**config.mk**
```make
export PLATFORM = sky130hd
export DESIGN_NAME = token_shape_classifier
export DESIGN_NICKNAME = d
export VERILOG_FILES = /design/src/hw/rtl/tsc_pkg.sv /design/src/hw/rtl/tsc_flag_unit.sv /design/src/hw/rtl/tsc_shape_decide.sv /design/src/hw/rtl/token_shape_classifier.sv
export SDC_FILE = /design/constraint.sdc
export NUM_CORES = 1
export LEC_CHECK = 0
export ABC_CLOCK_PERIOD_IN_PS = 5500
export BUFFER_PORTS_ARGS = -buffer_cell sky130_fd_sc_hd__buf_2
export CORE_UTILIZATION = 45
export DETAILED_ROUTE_END_ITERATION = 8
export GPL_ROUTABILITY_DRIVEN = 1
export PLACE_DENSITY = 0.66
export SLEW_MARGIN = 0
export SYNTH_ARGS = -nofsm -noshare
export SYNTH_HDL_FRONTEND = slang
export SYNTH_SLANG_ARGS = --single-unit
```
**constraint.sdc**
```tcl
create_clock -name aclk -period 5.5 [get_ports aclk]
set_input_delay 1.1 -clock aclk [delete_from_list [all_inputs] [get_ports aclk]]
set_output_delay 1.1 -clock aclk [all_outputs]
set_load 0.03 [all_outputs]
```
**src/hw/rtl/tsc_pkg.sv**
```systemverilog
// shared types and codes for the token shape classifier
package tsc_pkg;

    localparam int CHAR_W  = 8;
    localparam int SHAPE_W = 4;
    localparam int MODE_W  = 2;
    localparam int COUNT_W = 2;

    localparam logic [CHAR_W-1:0] CHAR_PERIOD = 8'h2E;
    localparam logic [CHAR_W-1:0] CHAR_DASH   = 8'h2D;
    localparam logic [CHAR_W-1:0] CHAR_COMMA  = 8'h2C;
    localparam logic [CHAR_W-1:0] CHAR_SLASH  = 8'h2F;

    localparam logic [MODE_W-1:0] MODE_DEFAULT = 2'd0;
    localparam logic [MODE_W-1:0] MODE_TIME    = 2'd1;
    localparam logic [MODE_W-1:0] MODE_OTHER   = 2'd2;

    localparam logic [SHAPE_W-1:0] SHAPE_OTHER      = 4'd0;
    localparam logic [SHAPE_W-1:0] SHAPE_FIRST_WORD = 4'd1;
    localparam logic [SHAPE_W-1:0] SHAPE_INIT_CAP   = 4'd2;
    localparam logic [SHAPE_W-1:0] SHAPE_CAP_PERIOD = 4'd3;
    localparam logic [SHAPE_W-1:0] SHAPE_ALL_CAPS   = 4'd4;
    localparam logic [SHAPE_W-1:0] SHAPE_NUMBER     = 4'd5;
    localparam logic [SHAPE_W-1:0] SHAPE_OTHER_NUM  = 4'd6;
    localparam logic [SHAPE_W-1:0] SHAPE_ASCII      = 4'd7;
    localparam logic [SHAPE_W-1:0] SHAPE_DIG_ALPHA  = 4'd8;
    localparam logic [SHAPE_W-1:0] SHAPE_DIG_DASH   = 4'd9;
    localparam logic [SHAPE_W-1:0] SHAPE_DIG_SLASH  = 4'd10;
    localparam logic [SHAPE_W-1:0] SHAPE_DIG_COMMA  = 4'd11;
    localparam logic [SHAPE_W-1:0] SHAPE_DIG_PERIOD = 4'd12;
    localparam logic [SHAPE_W-1:0] SHAPE_LOWER      = 4'd13;
    localparam logic [SHAPE_W-1:0] SHAPE_PUNCT      = 4'd14;

    typedef struct packed {
        logic sec_period;
        logic first_low;
        logic first_up;
        logic any_lower;
        logic ascii;
        logic letter;
        logic slash;
        logic comma;
        logic dash;
        logic period;
        logic nonpunct;
        logic nondigit;
        logic digit;
    } class_flags_t;

endpackage

```
**src/hw/rtl/tsc_flag_unit.sv**
```systemverilog
// running class flags and length count of the current token
module tsc_flag_unit (
    input  logic                        aclk,
    input  logic                        aresetn,
    input  logic                        step,
    input  logic                        last,
    input  logic [tsc_pkg::CHAR_W-1:0]  char_in,
    output tsc_pkg::class_flags_t       flags_out,
    output logic [tsc_pkg::COUNT_W-1:0] len_out
);
    import tsc_pkg::*;

    class_flags_t        flags_reg;
    class_flags_t        flags_next;
    logic [COUNT_W-1:0]  count_reg;
    logic [COUNT_W-1:0]  count_next;

    logic is_digit;
    logic is_upper;
    logic is_lower;
    logic is_punct;

    assign is_digit = (char_in >= 8'h30) && (char_in <= 8'h39);
    assign is_upper = (char_in >= 8'h41) && (char_in <= 8'h5A);
    assign is_lower = (char_in >= 8'h61) && (char_in <= 8'h7A);
    assign is_punct = ((char_in >= 8'h21) && (char_in <= 8'h2F)) ||
                      ((char_in >= 8'h3A) && (char_in <= 8'h40)) ||
                      ((char_in >= 8'h5B) && (char_in <= 8'h60)) ||
                      ((char_in >= 8'h7B) && (char_in <= 8'h7E));

    always_comb begin
        flags_out = flags_reg;
        flags_out.digit     = flags_reg.digit | is_digit;
        flags_out.nondigit  = flags_reg.nondigit | ~is_digit;
        flags_out.nonpunct  = flags_reg.nonpunct | ~is_punct;
        flags_out.period    = flags_reg.period | (char_in == CHAR_PERIOD);
        flags_out.dash      = flags_reg.dash | (char_in == CHAR_DASH);
        flags_out.comma     = flags_reg.comma | (char_in == CHAR_COMMA);
        flags_out.slash     = flags_reg.slash | (char_in == CHAR_SLASH);
        flags_out.letter    = flags_reg.letter | is_upper | is_lower;
        flags_out.ascii     = flags_reg.ascii | ~char_in[CHAR_W-1];
        flags_out.any_lower = flags_reg.any_lower | is_lower;
        if (count_reg == '0) begin
            flags_out.first_up  = flags_reg.first_up | is_upper;
            flags_out.first_low = flags_reg.first_low | is_lower;
        end else if (count_reg == COUNT_W'(1)) begin
            flags_out.sec_period = flags_reg.sec_period | (char_in == CHAR_PERIOD);
        end
        len_out = (count_reg == '1) ? count_reg : count_reg + COUNT_W'(1);
    end

    always_comb begin
        flags_next = flags_reg;
        count_next = count_reg;
        if (step) begin
            if (last) begin
                flags_next = '0;
                count_next = '0;
            end else begin
                flags_next = flags_out;
                count_next = len_out;
            end
        end
    end

    always_ff @(posedge aclk) begin
        if (!aresetn) begin
            flags_reg <= '0;
            count_reg <= '0;
        end else begin
            flags_reg <= flags_next;
            count_reg <= count_next;
        end
    end

endmodule

```
**src/hw/rtl/tsc_shape_decide.sv**
```systemverilog
// priority rules that pick the shape class from the final flags
module tsc_shape_decide (
    input  logic [tsc_pkg::MODE_W-1:0]  mode,
    input  tsc_pkg::class_flags_t       flags,
    input  logic [tsc_pkg::COUNT_W-1:0] len,
    input  logic                        sent_start,
    output logic [tsc_pkg::SHAPE_W-1:0] shape
);
    import tsc_pkg::*;

    logic               all_digits;
    logic               value_rules;
    logic [SHAPE_W-1:0] case_shape;
    logic [SHAPE_W-1:0] digit_fallback;
    logic [SHAPE_W-1:0] digit_shape;

    assign all_digits  = flags.digit & ~flags.nondigit;
    assign value_rules = (mode == MODE_TIME) || (mode == MODE_OTHER);

    always_comb begin
        if (sent_start) begin
            case_shape = SHAPE_FIRST_WORD;
        end else if (!flags.any_lower) begin
            case_shape = SHAPE_ALL_CAPS;
        end else if (flags.first_up) begin
            case_shape = ((len == COUNT_W'(2)) && flags.sec_period) ?
                         SHAPE_CAP_PERIOD : SHAPE_INIT_CAP;
        end else if (flags.first_low) begin
            case_shape = SHAPE_LOWER;
        end else begin
            case_shape = SHAPE_OTHER;
        end
    end

    always_comb begin
        digit_fallback = SHAPE_OTHER_NUM;
        if ((mode == MODE_TIME) && all_digits) begin
            digit_fallback = SHAPE_NUMBER;
        end
        if (flags.letter) begin
            digit_shape = SHAPE_DIG_ALPHA;
        end else if (flags.dash) begin
            digit_shape = SHAPE_DIG_DASH;
        end else if (flags.slash) begin
            digit_shape = SHAPE_DIG_SLASH;
        end else if (flags.comma) begin
            digit_shape = SHAPE_DIG_COMMA;
        end else if (flags.period) begin
            digit_shape = SHAPE_DIG_PERIOD;
        end else begin
            digit_shape = digit_fallback;
        end
    end

    always_comb begin
        if (value_rules) begin
            if (!flags.nonpunct) begin
                shape = SHAPE_PUNCT;
            end else if (flags.digit) begin
                shape = digit_shape;
            end else begin
                shape = case_shape;
            end
        end else begin
            if (all_digits) begin
                shape = SHAPE_NUMBER;
            end else if (flags.digit) begin
                shape = digit_shape;
            end else if (flags.ascii) begin
                shape = SHAPE_ASCII;
            end else begin
                shape = case_shape;
            end
        end
    end

endmodule

```
**src/hw/rtl/token_shape_classifier.sv**
```systemverilog
// top level: token shape classifier with input and result registers
// a token's class is registered for m_tdata when its last beat leaves the input register
// throughput: one beat per cycle, set by the single flag update, unless a last beat waits
// a result waiting in the output register does not stop character beats that end no token
// reset (aresetn low, synchronous) clears both valid bits, the flags, the count and mode
module token_shape_classifier (
    input  logic       aclk,
    input  logic       aresetn,
    input  logic       cfg_valid,
    output logic       cfg_ready,
    input  logic [1:0] cfg_data,   // mode
    input  logic       s_tvalid,
    output logic       s_tready,
    input  logic [7:0] s_tdata,    // character
    input  logic       s_tlast,
    input  logic       s_tuser,    // is_first_word
    output logic       m_tvalid,
    input  logic       m_tready,
    output logic [7:0] m_tdata     // shape_class, zero fill
);
    import tsc_pkg::*;

    logic [MODE_W-1:0]  mode_reg;
    logic               in_valid_reg;
    logic [CHAR_W-1:0]  in_char_reg;
    logic               in_last_reg;
    logic               in_first_reg;
    logic               out_valid_reg;
    logic [SHAPE_W-1:0] out_shape_reg;

    logic               advance;
    class_flags_t       flags;
    logic [COUNT_W-1:0] len;
    logic [SHAPE_W-1:0] shape;

    assign cfg_ready = 1'b1;
    assign advance   = in_valid_reg && (!in_last_reg || !out_valid_reg || m_tready);
    assign s_tready  = !in_valid_reg || advance;
    assign m_tvalid  = out_valid_reg;
    assign m_tdata   = {{(8-SHAPE_W){1'b0}}, out_shape_reg};

    tsc_flag_unit u_flags (
        .aclk      (aclk),
        .aresetn   (aresetn),
        .step      (advance),
        .last      (in_last_reg),
        .char_in   (in_char_reg),
        .flags_out (flags),
        .len_out   (len)
    );

    tsc_shape_decide u_decide (
        .mode       (mode_reg),
        .flags      (flags),
        .len        (len),
        .sent_start (in_first_reg),
        .shape      (shape)
    );

    always_ff @(posedge aclk) begin
        if (!aresetn) begin
            mode_reg      <= MODE_DEFAULT;
            in_valid_reg  <= 1'b0;
            out_valid_reg <= 1'b0;
        end else begin
            if (cfg_valid && cfg_ready) begin
                mode_reg <= cfg_data;
            end
            if (s_tvalid && s_tready) begin
                in_valid_reg <= 1'b1;
            end else if (advance) begin
                in_valid_reg <= 1'b0;
            end
            if (advance && in_last_reg) begin
                out_valid_reg <= 1'b1;
            end else if (m_tready) begin
                out_valid_reg <= 1'b0;
            end
        end
    end

    always_ff @(posedge aclk) begin
        if (s_tvalid && s_tready) begin
            in_char_reg  <= s_tdata;
            in_last_reg  <= s_tlast;
            in_first_reg <= s_tuser;
        end
        if (advance && in_last_reg) begin
            out_shape_reg <= shape;
        end
    end

    // result only follows a last beat leaving the input register
    assert property (@(posedge aclk) disable iff (!aresetn)
        (m_tvalid && !$past(m_tvalid)) |-> $past(advance && in_last_reg))
        else $error("result without a last beat");

    // a held result is never overwritten
    assert property (@(posedge aclk) disable iff (!aresetn)
        (m_tvalid && !m_tready) |=> (m_tvalid && $stable(out_shape_reg)))
        else $error("held result lost");

    // empty input register always takes a beat
    assert property (@(posedge aclk) disable iff (!aresetn)
        !in_valid_reg |-> s_tready)
        else $error("input stalled while empty");

    // class code stays in range
    assert property (@(posedge aclk) disable iff (!aresetn)
        m_tvalid |-> (m_tdata[3:0] <= SHAPE_PUNCT) && (m_tdata[7:4] == 4'd0))
        else $error("shape class out of range");

endmodule

```
==> results of run 1 <==
==> worst max-delay path, cell delays in order <==
cell	delay [ns]
buf_2	0.10
nor2b_1	0.21
nand3_1	0.14
buf_2	0.20
==> metal layers <==
layer  part of all wire (%)  global-route usage (%)  vias up
li1                       -                       -      655
met1                     44                    22.2      587
met2                     47                    26.5       54
met3                    6.4                    3.83        7
met4                    2.0                    7.85        0
met5                      0                       0        -
==> final timing paths <==
| check | to | cells after the start | slack (ns) |
|---|---|---|---|
| min reg2reg | u_flags.flags_reg[11] | 2 | 0.48 |
| max | s_tready | 4 | 2.65 |
| min | u_flags.flags_reg[11] | 2 | 0.48 |
| max reg2reg | out_shape_reg[3] | 6 | 2.93 |
==> power by group through the flow <==
stage / logic, mW / registers (mW) / clock network [mW]
global placement: 0.0535 / 0.281 / 0
detailed placement: 0.0544 / 0.281 / 0
finish: 0.0546 / 0.276 / 0.180
floorplan: 0.0417 / 0.281 / 0
global route: 0.0599 / 0.278 / 0.193
CTS: 0.0547 / 0.276 / 0.183
==> cell usage after synthesis, types with 2 or more instances <==
library cell  instances
o21ai_0               4
inv_1                 5
nor2_1               29
a22oi_1               2
a21oi_1              13
nor3_1                3
and2_1                4
buf_4                 5
nand2b_1              6
a211oi_1              2
nand3_1               7
a31oi_1               8
dfxtp_1              19
edfxtp_1             14
clkbuf_1              4
nor2b_1               8
mux2i_1               3
nand2_1               4
and3_1                3
conb_1                2
==> layout by cell type, fill, tap and decap left out, types with 2 or more instances in the layout <==
cell type,synthesis,routed
a31oi_1,8,8
o21ai_0,4,4
nor3_1,3,3
nand2_1,4,4
inv_1,5,5
nand3_1,7,7
nand2b_1,6,6
mux2i_1,3,3
and2_1,4,4
nor2b_1,8,8
a211oi_1,2,2
edfxtp_1,14,14
dfxtp_1,19,19
a21oi_1,13,13
nor2_1,29,29
buf_2,0,22
clkbuf_4,0,5
a22oi_1,2,2
conb_1,2,5
and3_1,3,3
==> kinds of logic (layout without fill, tap and decap cells) <==
logic type,count (synthesis),in the layout,share of synthesized area [%]
multiplexers,3,3,1.82
buffers and inverters,14,35,4.32
AO/OA/AOI/OAI,42,42,18.5
other,2,5,0.455
flip-flops,33,33,48.5
AND/OR/NAND/NOR,76,76,25.7
adder cells (fa/ha/maj),1,1,0.757
==> layout make-up <==
class                   count  area [µm²]  share of cell area [%]
flip-flops and latches     33         801                    43.1
multi-input cells         127         791                    42.6
repair buffers             22         110                    5.93
well taps                  46        57.6                    3.10
clock inverters             3        41.3                    2.22
clock buffers               5        37.5                    2.02
inverters                   5        18.8                    1.01
==> impl_metrics.tcl, run 1 <==
set metrics [dict create \
    ys.flop_type "dfxtp_1" \
    clkLatencyLatePin_ns 0.34 \
    groute.usage.overall_pct 16.9 \
    clk_pin_slew_ns 0.10 \
    grt_pass1_vias 1161 \
    p_comb_share_pct 10.7 \
    finalPower_mw 0.511 \
    cts_tree "yes" \
    drv_cap 0 \
    cp-end-kind "output pin" \
    ys_top_cells_by_area "edfxtp_1 25%, dfxtp_1 23%, nor2_1 6.6%" \
    fin_setup_tns_ns 0 \
    r2r_start "in_char_reg[1]" \
    drtPass1Iterations 4 \
    grt_antenna_before_repair 0 \
    die_y_um 62.6 \
    rsz0062_at_grt "false" \
    hold_viol 0 \
    period_minus_slack_ns 2.85 \
    synth-async-reset-ratio_pct 0 \
    gr-total-overflow 0 \
    utilization_pct 54.4 \
    n_fill_cell 323 \
    die_area_um2 3920 \
    critical_path_class "in2out" \
    crit_fanout 4 \
    worstHoldStart "u_flags.flags_reg[11]" \
    synth_edf_count 14 \
    vias 1303 \
    portBuffers 22 \
    p_clk_share_pct 35.3 \
    placedCellCount 233 \
    cp_data_required_time_ns 4.40 \
    relSlewSlack_pct 26.5 \
    die_w_um 62.6 \
    status "complete, no violations" \
    cts_setup_buffers 0 \
    fin_area_um2 1860 \
    ctsResizeCount 0 \
    worstHoldPathType "reg2reg" \
    start_kind "input port" \
    ant_nets 0 \
    via_per_inst 5.41 \
    gp_congestion 0.862 \
    ys_ff_latch 33 \
    sw_frac_of_total_pct 25.2 \
    final_nets 212 \
    dp_hpwl_mm 2.38 \
    fin_ws_ns 2.65 \
    grt_pass1_wl_mm 5.15 \
    power.density_nw_per_um2 275 \
    ir_drop_mv 0.164 \
    p_int_mw 0.382 \
    setup_viol 0 \
    max_clock_freq_ghz 0.351 \
    yosys_warnings 0 \
    place_ws_ns 2.64 \
    p_leak_nw 0.712 \
    drt_iter0_drc 66 \
    htreeDepth 2 \
    drc 0 \
    p_seq_share_pct 54.0 \
    yosysSeqAreaShare_pct 48.5 \
    synthCells 171 \
    syn_to_final_growth_pct 12.4 \
    rows 21 \
    tightest_slew_ns 1.10 \
    fin_hold_ws_ns 0.480 \
    antenna_cells 0 \
    stdcell_count 241 \
    core_area_um2 3420 \
    wirelength_mm 3.17 \
    clock-sinks 33 \
    drive_above_1_share_pct 21.5 \
    power.switching_mw 0.129 \
    synth_top_area_share_pct 25.5 \
    cts_hold_buffers 0 \
    avgSynthCellArea_um2 9.66 \
    largest_reg_flops 13 \
    drv_slew 0 \
    clock_skew_ns 0.0161 \
    start_util_pct 48.4 \
    worst-endpoint-arrival_ns 1.75 \
    numCtsBuffers 5 \
    syn_area_um2 1650 \
    synth_cell_types 46 \
    ios 28 \
    startpoint "m_tready" \
    root_buffer "clkbuf_4" \
    post-route-period-util_pct 51.8 \
    cts_buffer_depth 2 \
    yosysTopAreaCell "edfxtp_1" \
    dpl_cell_area_um2 1780 \
    avgRoutedWirePerCell_um 13.1 \
    grt_max_degree 14 \
]
(Power assumes the default switching activity.)
==> inputs of run 2 (changes only) <==
--- a/config.mk
+++ b/config.mk
@@ -5,7 +5,7 @@
 export SDC_FILE = /design/constraint.sdc
 export NUM_CORES = 1
 export LEC_CHECK = 0
-export ABC_CLOCK_PERIOD_IN_PS = 5500
+export ABC_CLOCK_PERIOD_IN_PS = 2800
 export BUFFER_PORTS_ARGS = -buffer_cell sky130_fd_sc_hd__buf_2
 export CORE_UTILIZATION = 45
 export DETAILED_ROUTE_END_ITERATION = 8
==> constraint.sdc (replaced) <==
create_clock -name aclk -period 2.8 [get_ports aclk]
set_input_delay 0.56 -clock aclk [delete_from_list [all_inputs] [get_ports aclk]]
set_output_delay 0.56 -clock aclk [all_outputs]
set_load 0.03 [all_outputs]
==> impl_metrics.tcl, run 2 (same netlist as run 1, synthesis figures left out) <==
set metrics [dict create \
    status "complete, no violations" \
    grt_pass1_wl_mm 5.51 \
    drive_above_1_share_pct 22.3 \
    htreeDepth 2 \
    finalPower_mw 1.00 \
    critical_path_class "reg2reg" \
    power.switching_mw 0.251 \
    die_w_um 62.6 \
    clock-sinks 33 \
    cts_setup_buffers 0 \
    crit_fanout 11 \
    syn_to_final_growth_pct 13.3 \
    ir_drop_mv 0.307 \
    final_common_cell "nor2_1" \
    drc 0 \
    cts_hold_buffers 0 \
    die_y_um 62.6 \
    ant_nets 0 \
    fin_setup_tns_ns 0 \
    dp_hpwl_mm 2.45 \
    place_ws_ns 0.319 \
    via_per_inst 5.44 \
    r2r_start "in_char_reg[1]" \
    drv_cap 0 \
    worst-endpoint-arrival_ns 2.63 \
    p_leak_nw 0.722 \
    cp-end-kind "register" \
    fin_hold_ws_ns 0.379 \
    reg2reg_to "out_shape_reg[3]" \
    antenna_cells 0 \
    grt_max_degree 14 \
    fin_ws_ns 0.263 \
    gr-total-overflow 0 \
    power.density_nw_per_um2 535 \
    relSlewSlack_pct 62.4 \
    period_minus_slack_ns 2.54 \
    r2r_setup_slack_ns 0.26 \
    wirelength_mm 3.31 \
    grt_antenna_before_repair 0 \
    cts_buffer_depth 2 \
    setup_viol 0 \
    largest_reg_flops 13 \
    core_area_um2 3420 \
    drt_iter0_drc 51 \
    vias 1323 \
    ctsResizeCount 0 \
    p_comb_share_pct 11.0 \
    p_int_mw 0.751 \
    p_seq_share_pct 54.0 \
    cp_data_required_time_ns 2.89 \
    start_util_pct 48.4 \
    ios 28 \
    critical_path.endpoint "out_shape_reg[3]" \
    portBuffers 22 \
    worstRegToRegCells 6 \
    clock_skew_ns 0.0158 \
    drv_slew 0 \
    sw_frac_of_total_pct 25.1 \
    die_area_um2 3920 \
    grt_pass1_vias 1231 \
    gp_congestion 0.861 \
    p_clk_share_pct 34.9 \
    cts_tree "yes" \
    max_clock_freq_ghz 0.394 \
    avgRoutedWirePerCell_um 13.6 \
    rows 21 \
    drtPass1Iterations 4 \
    clkLatencyLatePin_ns 0.34 \
    mostFrequentLayoutCells "29 x nor2_1, 22 x buf_2, 19 x dfxtp_1, 14 x edfxtp_1, 13 x a21oi_1" \
    startpoint "in_char_reg[1]" \
    clk_pin_slew_ns 0.11 \
    utilization_pct 54.8 \
    worstHoldPathType "in2reg" \
    tightest_slew_ns 0.564 \
    hold_viol 0 \
    start_kind "register" \
    root_buffer "clkbuf_4" \
    rsz0062_at_grt "false" \
    numCtsBuffers 5 \
    groute.usage.overall_pct 18.4 \
    post-route-period-util_pct 90.6 \
    final_nets 214 \
]
## run 2: through the flow
| step | cells | instance area (µm²) |
|---|---|---|
| after floorplan | 174 | 1660 |
| after global placement | 235 | 1790 |
| after detailed placement | 235 | 1790 |
| after CTS | 243 | 1870 |
| after global routing | 243 | 1870 |
| final | 243 | 1870 |
## run 2: power groups by stage
stage | clock network [mW] | registers (mW) | logic, mW
global route | 0.378 | 0.545 | 0.122
CTS | 0.362 | 0.541 | 0.110
global placement | 0 | 0.551 | 0.108
finish | 0.350 | 0.542 | 0.110
detailed placement | 0 | 0.552 | 0.110
floorplan | 0 | 0.551 | 0.0819
## run 2: worst min-delay path by stage
stage                                      from                     to  slack (ns)  cells past startpoint
after floorplan            u_flags.flags_reg[8]   u_flags.flags_reg[8]        0.43                      2
after global placement     u_flags.flags_reg[8]   u_flags.flags_reg[8]        0.45                      2
after detailed placement  u_flags.flags_reg[11]  u_flags.flags_reg[11]        0.46                      2
after CTS                            s_tdata[4]         in_char_reg[4]        0.37                      1
after global routing                 s_tdata[4]         in_char_reg[4]        0.37                      1
final                                s_tdata[1]         in_char_reg[1]        0.38                      1
## run 2: cell type report
| class | count | area (µm²) |
|---|---|---|
| Fill cell | 321 | 1540 |
| Timing Repair Buffer | 24 | 125 |
| Tap cell | 46 | 57.6 |
| Clock buffer | 5 | 37.5 |
| Sequential cell | 33 | 801 |
| Inverter | 5 | 18.8 |
| Multi-Input combinational cell | 127 | 791 |
| Clock inverter | 3 | 41.3 |
## run 2: metal layers
layer  track usage [%]  vias to the layer above  wire length [µm]
li1                  -                      658                 -
met1              22.3                      609              1540
met2              30.4                       50              1530
met3              4.93                        6               183
met4              8.43                        0                55
met5                 0                        -                 0
## run 2: critical path: stages, from the launching register on
cell and delay [ns]:
edfxtp_1 0.55, or4_4 0.61, o22a_2 0.28, a2111oi_4 0.38
nand2_2 0.08, o41ai_2 0.31, nor2_1 0.07
==> inputs of run 3 (changes only) <==
--- a/config.mk
+++ b/config.mk
@@ -5,7 +5,7 @@
 export SDC_FILE = /design/constraint.sdc
 export NUM_CORES = 1
 export LEC_CHECK = 0
-export ABC_CLOCK_PERIOD_IN_PS = 2800
+export ABC_CLOCK_PERIOD_IN_PS = 2400
 export BUFFER_PORTS_ARGS = -buffer_cell sky130_fd_sc_hd__buf_2
 export CORE_UTILIZATION = 45
 export DETAILED_ROUTE_END_ITERATION = 8
==> constraint.sdc (replaced) <==
create_clock -name aclk -period 2.4 [get_ports aclk]
set_input_delay 0.48 -clock aclk [delete_from_list [all_inputs] [get_ports aclk]]
set_output_delay 0.48 -clock aclk [all_outputs]
set_load 0.03 [all_outputs]
==> impl_metrics.tcl, run 3 (same netlist as run 1, synthesis figures left out) <==
set metrics [dict create \
    start_util_pct 48.4 \
    grt_util_met1_pct 23.1 \
    drive_above_1_share_pct 23.4 \
    drv_cap 0 \
    dp_hpwl_mm 2.51 \
    final_common_cell "nor2_1" \
    tightest_slew_ns 0.580 \
    cp_data_required_time_ns 2.57 \
    clk_pin_slew_ns 0.11 \
    period_minus_slack_ns 2.34 \
    groute.usage.overall_pct 18.6 \
    die_y_um 62.6 \
    htreeDepth 2 \
    status "complete, no violations" \
    r2r_setup_slack_ns 0.06 \
    seq_area_um2 801 \
    critical_path_class "reg2reg" \
    grt_use_met3_pct 4.01 \
    place_ws_ns 0.0962 \
    antenna_cells 0 \
    via_per_inst 5.38 \
    reg2reg_to "out_shape_reg[0]" \
    setup_viol 0 \
    rows 21 \
    dpl_cell_area_um2 1820 \
    worst-endpoint-arrival_ns 2.51 \
    cts_tree "yes" \
    rsz0062_at_grt "true" \
    drt_iter0_drc 55 \
    ant_nets 0 \
    relSlewSlack_pct 61.1 \
    hold_path_end "in_char_reg[3]" \
    wirelength_mm 3.38 \
    worstHoldPathType "in2reg" \
    power.density_nw_per_um2 564 \
    die_area_um2 3920 \
    multi_input_area_um2 798 \
    clock_skew_ns 0.0124 \
    grt_pass1_vias 1229 \
    fin_ws_ns 0.0621 \
    grt_pass1_wl_mm 5.53 \
    fin_area_um2 1880 \
    hold_viol 0 \
    r2r_start "in_char_reg[1]" \
    max_clock_freq_ghz 0.428 \
    n_fill_cell 338 \
    final_nets 218 \
    gp_congestion 0.838 \
    worstRegToRegCells 6 \
    avgRoutedWirePerCell_um 13.7 \
    root_buffer "clkbuf_4" \
    p_leak_nw 0.734 \
    cts_hold_buffers 0 \
    cts_buffer_depth 2 \
    clock-sinks 33 \
    grtUsageMet2_pct 30.3 \
    largest_reg_flops 13 \
    ios 28 \
    drc 0 \
    drv_slew 0 \
    die_w_um 62.6 \
    portBuffers 22 \
    vias 1328 \
    hold_depth 1 \
    fin_setup_tns_ns 0 \
    core_area_um2 3420 \
    mostFrequentLayoutCells "29 x nor2_1, 22 x buf_2, 19 x dfxtp_1, 14 x edfxtp_1, 13 x a21oi_1" \
    drtPass1Iterations 4 \
    gr-total-overflow 0 \
    grt_antenna_before_repair 0 \
    post-route-period-util_pct 97.4 \
    start_kind "register" \
    busiest_layer "met2" \
    clkLatencyLatePin_ns 0.34 \
    numCtsBuffers 5 \
    syn_to_final_growth_pct 13.9 \
    ir_drop_mv 0.378 \
    cp-end-kind "register" \
    crit_fanout 5 \
    grt_max_degree 14 \
    worstHoldStart "s_tdata[3]" \
]
[run 3: cell types whose count changed in the layout (fill, tap and decap cells not counted), sizes merged]
| cell | before | now |
|---|---|---|
| clkinvlp | 1 | 0 |
| clkinv | 1 | 3 |
| buf | 24 | 28 |
| bufinv | 1 | 0 |
[run 3: final cells by class]
class / count / share of cell area [%]
clock inverter: 3 / 0.665
timing repair buffer: 28 / 8.25
tap: 46 / 3.06
clock buffer: 5 / 2.00
inverter: 5 / 0.998
sequential: 33 / 42.6
multi-input combinational: 127 / 42.4
[run 3: worst max path at each step]
stage / startpoint / endpoint / slack [ns]
after detailed placement: in_char_reg[0] / out_shape_reg[3] / 0.1
after floorplan: in_char_reg[3] / out_shape_reg[3] / 0.20
after global placement: in_char_reg[3] / out_shape_reg[3] / 0.13
after global routing: in_char_reg[3] / out_shape_reg[3] / -0.03
after CTS: in_char_reg[0] / out_shape_reg[3] / 0.06
final: in_char_reg[1] / out_shape_reg[0] / 0.06
[run 3: power by group]
| group | switching [mW] | leakage (nW) | internal (mW) |
|---|---|---|---|
| Clock | 0.187 | 0.0300 | 0.106 |
| Sequential | 0.0164 | 0.288 | 0.609 |
| Combinational | 0.0851 | 0.416 | 0.0568 |
| Total | 0.288 | 0.734 | 0.772 |
[run 3: metrics by stage]
step	total power, mW	std cells	hold slack (ns)	utilization, %
finish	1.06	247	0.308	55.1
global route	1.11	247	0.290	55.1
CTS	1.07	247	0.294	54.8
detailed placement	0.778	239	0.461	53.4
global placement	0.775	239	0.448	53.4
floorplan	0.738	174	0.431	-
[run 3: layer usage]
metal,vias to the layer above,routed length (µm)
li1,668,-
met1,604,1520
met2,47,1580
met3,9,190
met4,0,82
met5,-,0
[run 3: critical path, cell delays in order (launching register included)]
cell and delay, ns:
edfxtp_1 0.41, or4_4 0.56, o22a_4 0.28, a21oi_1 0.27, a31oi_1 0.12, a311o_1 0.35, a22oi_1 0.18
[run 3: timing repair]
item	CTS	global route
resized for setup	0	1
setup endpoints to repair	0	2
setup buffers	0	0
